File: src/hw/rtl/ttrc_pkg.sv
// Package for the three-term recurrence checksum.
// Holds the recurrence constants and the running-state struct.
// No dependencies.
package ttrc_pkg;

	localparam int unsigned BYTE_W  = 8;
	localparam int unsigned TERM_W  = 16;
	localparam int unsigned PROD_W  = 25;

	localparam logic [BYTE_W-1:0] ALPHA_MUL = 8'd17;
	localparam logic [BYTE_W-1:0] BETA_MUL  = 8'd31;
	localparam logic [TERM_W-1:0] FIRST_ADD = 16'd7;
	localparam logic [TERM_W-1:0] MOD_BASE  = 16'hFFFF;
	localparam logic [TERM_W-1:0] TERM_ONE  = 16'd1;

	// 1 + 65535*256: folds the 64-bit wrap of a negative difference
	localparam logic [PROD_W-1:0] WRAP_BIAS = 25'd16776961;

	// Running recurrence state
	typedef struct packed {
		logic [TERM_W-1:0] older;
		logic [TERM_W-1:0] newer;
		logic [BYTE_W-1:0] idx;
		logic              first;
	} term_state_t;

endpackage

File: src/hw/rtl/ttrc_term.sv
// Next-term logic of the recurrence: one 9x16 multiply, one 8x16 multiply,
// a subtract with wrap correction and a mod-65535 fold. Uses ttrc_pkg.
module ttrc_term
	import ttrc_pkg::*;
(
	input  term_state_t        cur,
	input  logic [BYTE_W-1:0]  data_byte,
	input  logic               last_byte,
	output term_state_t        nxt,
	output logic [TERM_W-1:0]  checksum
);

	logic [BYTE_W-1:0] alpha;
	logic [BYTE_W-1:0] beta;
	logic [8:0]        mult_in;
	logic [PROD_W-1:0] prod_a;
	logic [PROD_W-1:0] prod_b;
	logic [PROD_W-1:0] diff;
	logic [16:0]       fold;
	logic [TERM_W-1:0] rec_term;
	logic [TERM_W-1:0] new_term;

	// Index-derived coefficients, mod 256
	assign alpha   = cur.idx * ALPHA_MUL;
	assign beta    = cur.idx * BETA_MUL;
	assign mult_in = {1'b0, data_byte} + {1'b0, alpha};

	// Products
	assign prod_a = PROD_W'(mult_in) * PROD_W'(cur.newer);
	assign prod_b = PROD_W'(beta) * PROD_W'(cur.older);

	// Difference; a negative one takes the folded 2^64 wrap
	always_comb begin
		if (prod_a >= prod_b) begin
			diff = prod_a - prod_b;
		end else begin
			diff = prod_a + WRAP_BIAS - prod_b;
		end
	end

	// Mod 65535: 2^16 = 1, so add the halves, then one conditional subtract
	assign fold     = {8'd0, diff[24:16]} + {1'b0, diff[15:0]};
	assign rec_term = (fold >= {1'b0, MOD_BASE}) ? 16'(fold - {1'b0, MOD_BASE}) : fold[15:0];

	// First byte loads, later bytes run the recurrence
	assign new_term = cur.first ? ({8'd0, data_byte} + FIRST_ADD) : rec_term;
	assign checksum = new_term;

	// State update; the last byte rearms
	always_comb begin
		nxt.older = cur.first ? TERM_ONE : cur.newer;
		nxt.newer = new_term;
		if (last_byte) begin
			nxt.idx   = '0;
			nxt.first = 1'b1;
		end else begin
			nxt.idx   = cur.idx + 8'd1;
			nxt.first = 1'b0;
		end
	end

endmodule

File: src/hw/rtl/three_term_recurrence_checksum.sv
// Three-term recurrence checksum over a byte stream.
// An accepted tlast byte passes the input then result register to m_tvalid.
// Throughput: one byte per cycle unless a tlast byte meets a stalled result,
//   set by term-state feedback via ttrc_term's multiply and mod-65535 fold.
// Reset (arst_n low): clears the valid flags and rearms the term state.
// Uses ttrc_pkg and ttrc_term.
module three_term_recurrence_checksum
	import ttrc_pkg::*;
(
	input  logic              clk,
	input  logic              arst_n,
	input  logic              s_tvalid,
	output logic              s_tready,
	input  logic [7:0]        s_tdata,   // [7:0] data_byte
	input  logic              s_tlast,   // last_byte
	output logic              m_tvalid,
	input  logic              m_tready,
	output logic [15:0]       m_tdata    // [15:0] checksum_value
);

	logic              valid_s1;
	logic [BYTE_W-1:0] byte_s1;
	logic              last_s1;
	logic              fire_s1;
	term_state_t       state_q;
	term_state_t       state_nxt;
	logic [TERM_W-1:0] checksum;
	logic              out_valid_q;
	logic [TERM_W-1:0] out_data_q;

	// Stage 1 moves on unless it carries a last byte and the output is stalled
	assign fire_s1  = valid_s1 && (!last_s1 || !out_valid_q || m_tready);
	assign s_tready = !valid_s1 || fire_s1;

	// Input register
	always_ff @(posedge clk or negedge arst_n) begin
		if (!arst_n) begin
			valid_s1 <= 1'b0;
		end else if (s_tready) begin
			valid_s1 <= s_tvalid;
		end
	end

	always_ff @(posedge clk) begin
		if (s_tvalid && s_tready) begin
			byte_s1 <= s_tdata;
			last_s1 <= s_tlast;
		end
	end

	// Recurrence step
	ttrc_term u_term (
		.cur       (state_q),
		.data_byte (byte_s1),
		.last_byte (last_s1),
		.nxt       (state_nxt),
		.checksum  (checksum)
	);

	// Term state
	always_ff @(posedge clk or negedge arst_n) begin
		if (!arst_n) begin
			state_q.older <= TERM_ONE;
			state_q.newer <= TERM_ONE;
			state_q.idx   <= '0;
			state_q.first <= 1'b1;
		end else if (fire_s1) begin
			state_q <= state_nxt;
		end
	end

	// Result register
	always_ff @(posedge clk or negedge arst_n) begin
		if (!arst_n) begin
			out_valid_q <= 1'b0;
		end else if (fire_s1 && last_s1) begin
			out_valid_q <= 1'b1;
		end else if (m_tready) begin
			out_valid_q <= 1'b0;
		end
	end

	always_ff @(posedge clk) begin
		if (fire_s1 && last_s1) begin
			out_data_q <= checksum;
		end
	end

	assign m_tvalid = out_valid_q;
	assign m_tdata  = out_data_q;

endmodule

File: config.mk
export PLATFORM = sky130hd
export DESIGN_NAME = three_term_recurrence_checksum
export DESIGN_NICKNAME = d
export VERILOG_FILES = /design/src/hw/rtl/ttrc_pkg.sv /design/src/hw/rtl/ttrc_term.sv /design/src/hw/rtl/three_term_recurrence_checksum.sv
export SDC_FILE = /design/constraint.sdc
export NUM_CORES = 1
export LEC_CHECK = 0
export BUFFER_PORTS_ARGS = -buffer_cell sky130_fd_sc_hd__buf_2
export CAP_MARGIN = 20
export CORE_UTILIZATION = 30
export CTS_BUF_LIST = sky130_fd_sc_hd__clkbuf_4
export DETAILED_ROUTE_END_ITERATION = 10
export HOLD_SLACK_MARGIN = 0.05
export PLACE_DENSITY = 0.44
export SETUP_SLACK_MARGIN = 0.05
export SYNTH_ARGS = -nofsm -noshare
export SYNTH_HDL_FRONTEND = slang
export SYNTH_HIERARCHICAL = 1
export SYNTH_SLANG_ARGS = --single-unit
File: constraint.sdc
create_clock -name clk -period 12.4 [get_ports clk]
set_input_delay 2.48 -clock clk [delete_from_list [all_inputs] [get_ports clk]]
set_output_delay 2.48 -clock clk [all_outputs]
set_load 0.02 [all_outputs]
==> implementation parameters <==
Parameter                              Value

Clock tree
  Clock Path Buffers ... 2
  CTS tree ... done
  CTS Buf Count ... 9
  Depth of the CTS H-tree ... 3
  Source-to-sink clock delay at the later pin of the worst-skew pair ... between 0.5 and 0.6 ns
  Clock-pin slew of the registers on the worst-case setup and hold paths ... around 0.13 ns
  Clock tree root buffer cell ... sky130_fd_sc_hd__clkbuf_4
  Sink Count ... just under 70
  CTS Hold Buffers Added ... 0

Critical path
  Most used cell, CP ... sky130_fd_sc_hd__fa_1
  Cells on worst reg2reg path ... between 50 and 60
  CP Launch Type ... flop
  Kind of cell with the highest combined delay on the critical path ... adder cells
  Cell with the biggest individual delay on the critical path ... sky130_fd_sc_hd__fa_1
  CP required ... around 13 ns
  First element of the critical path ... state_q[2]
  Biggest fanout along the worst timing path ... 8
  Worst Path Buf+Inv ... 9
  Cell depth of the worst setup path ... 56
  CP max stage delay ... approximately 0.56 ns
  Setup crit end kind ... flop
  R2r setup slk ... between 0.02 and 0.025 ns
  Worst endpoint data arrival time ... 12.82 ns
  Critical Setup Path Class ... reg -> reg
  FF-to-FF Start ... state_q[2]

Synth
  Most numerous cell in the Yosys netlist ... sky130_fd_sc_hd__inv_1
  Count of state elements after synthesis ... approximately 70
  Number of enable flip-flop cells after synthesis ... 25
  Number of distinct library cells after synthesis ... 80
  Top FF cell, synth ... sky130_fd_sc_hd__dfrtp_1
  Top cells by area in the synthesized netlist ... sky130_fd_sc_hd__fa_1, sky130_fd_sc_hd__ha_1, sky130_fd_sc_hd__inv_1, sky130_fd_sc_hd__dfrtp_1, sky130_fd_sc_hd__nand2_1
  Cell type contributing the most total cell area after synthesis ... sky130_fd_sc_hd__fa_1
  Most instantiated cells after synthesis ... sky130_fd_sc_hd__inv_1, sky130_fd_sc_hd__nand2_1, sky130_fd_sc_hd__fa_1, sky130_fd_sc_hd__ha_1, sky130_fd_sc_hd__and2_1
  Number of nets produced by synthesis ... between 2000 and 2500
  Mapped Avg Cell Area ... roughly 8.5 µm²
  Post-synth top area share ... roughly a quarter
  Mapped cell area ... between 0.015 and 0.02 mm²
  Count of synthesis-stage warnings from yosys ... 6
  Gate count of the mapped netlist ... a little over 2000
  Fraction of registers with async set/reset ... 63.2%
  Sequential share of the synthesized area ... 10.7%

Job
  Max cap viols ... 0

Route
  Detailed-route wire length ... 52900 µm
  Starting DRT DRC Count ... 704
  Detailed-routing iteration count for the pre-antenna-repair pass ... 5
  DR DRC count ... 0
  Vias/cell ... roughly 4.8
  Average detailed-routed wire length per instance ... roughly 18 µm
  Total via count after detailed routing ... around 14000
  Antenna Violating Nets Remaining ... 0

Placement
  Final GP Congestion ... 0.889
  Placed instance count ... a little under 3000
  Port Buffers ... 30
  Detail Placement HPWL ... approximately 43000 µm

GRT
  Maximum number of pins on one net before global-route repair ... 85
  GR Util All Layers ... 18.4%
  First-pass GRT wire length ... about 82000 µm
  Overall overflow remaining after global route ... 0
  Number of antenna violations at the first check in global routing ... 2
  Vias in the first global route ... between 10000 and 15000

Timing
  Worst slew margin relative to its limit ... 36.1%
  Setup repair after global routing missed its margin ... true
  Final Max Slew Viols ... 0
  Hold Fails Final Rpt ... 0
  Skew final ... about 0.025 ns
  Period utilization ... about 100%
  Fin crit period ... between 10 and 15 ns
  Slew at the pin with the worst max-slew slack ... around 0.95 ns
  Final setup fails ... 0
  Max Freq ... between 0.08 and 0.09 GHz

Worst hold path
  Worst min-delay path category ... reg -> reg
  Hold-critical path depth ... 2
  Hold Path Origin ... state_q[9]

Die
  Starting density of the core ... between 30 and 40%
  Core region area ... around 0.056 mm²
  Vertical die dimension ... 241 µm
  Area enclosed by the die boundary ... approximately 0.058 mm²
  Row count ... 87
  Number of ports placed on the die boundary ... 31
  Horizontal die dimension ... roughly 240 µm

Final layout
  Fin nets ... about 2600
  Area added between synthesis and finish ... 19.9%
  Fraction of final layout cells with drive strength greater than 1 ... between 20% and 30%
  Post-route insts no fill ... approximately 3000

Run status
  Outcome ... complete, no violations
logic make-up after synthesis:
group | share of synthesized area [%]
simple gates | 21.0
buf+inv | 10.5
fa+ha+maj | 37.6
compound gates | 13.0
xor+xnor | 6.61
flops | 10.7
mux | 0.542
worst paths after layout:
check | end
setup / recovery | state_q[18]
hold / removal | state_q[9]
setup reg to reg | state_q[18]
hold reg to reg | state_q[9]
max in group asynchronous | state_q[2]
min in group asynchronous | m_tvalid
flip-flops by register name (all words and copies together) (netlist names):
| name | flops |
|---|---|
| byte_s1 | 8 |
| last_s1 | 1 |
| m_tdata | 16 |
| m_tvalid | 1 |
| state_q | 41 |
| valid_s1 | 1 |
metal layers:
layer / GRT usage, % / wire [µm] / vias up
li1: - / - / 6930
met1: 25.8 / 25600 / 7147
met2: 30.9 / 25200 / 216
met3: 1.48 / 1260 / 47
met4: 3.34 / 856 / 0
met5: 0 / 0 / -
cell type report:
cell class | count | area, µm²
sequential | 68 | 1830
fill | 5971 | 35900
tap | 756 | 946
inverter | 341 | 1280
timing repair buffer | 291 | 2180
clock inverter | 7 | 75.1
clock buffer | 9 | 67.6
antenna | 2 | 5.00
multi-input combinational | 1513 | 14100
through the flow:
stage                     setup TNS, ns  hold WS (ns)  utilization (%)  setup slack (ns)  area, µm²
after floorplan                       0         0.486                -             0.103      17100
after global placement           -11.18         0.595             34.5            -0.429      19500
after detailed placement         -21.34         0.600             34.5            -0.773      19500
after CTS                             0         0.635             35.1            0.0548      19800
after global routing             -13.94         0.658             36.4            -0.524      20500
final                                 0         0.621             36.4            0.0205      20500
worst reg2reg max path: cells and delay by family, from the launching register on:
family	cells	cell delay, ns
compound gates	20	3.39
fa+ha+maj	11	4.74
simple gates	13	2.08
flops	1	0.46
xor+xnor	3	0.54
buf+inv	9	1.08
placed cells by master, fill, tap and decap left out, types with 40 or more instances in the layout:
master	n
sky130_fd_sc_hd__fa_1	202
sky130_fd_sc_hd__nor2_1	81
sky130_fd_sc_hd__xor2_1	43
sky130_fd_sc_hd__nand4b_1	42
sky130_fd_sc_hd__xnor2_1	76
sky130_fd_sc_hd__buf_4	252
sky130_fd_sc_hd__and2_1	125
sky130_fd_sc_hd__o211ai_2	40
sky130_fd_sc_hd__a21oi_1	65
sky130_fd_sc_hd__inv_1	333
sky130_fd_sc_hd__nand2b_1	55
sky130_fd_sc_hd__ha_1	178
sky130_fd_sc_hd__nand2_1	228
timing repair:
item,CTS,global route
endpoints found under the setup margin,32,32
gates resized for setup,27,111
pin swaps,7,56
setup buffers,3,26
cloned,0,1
Power is left out: the tool's default activity adds up to more than one toggle a clock period on the data nets, which glitch-free logic cannot reach.
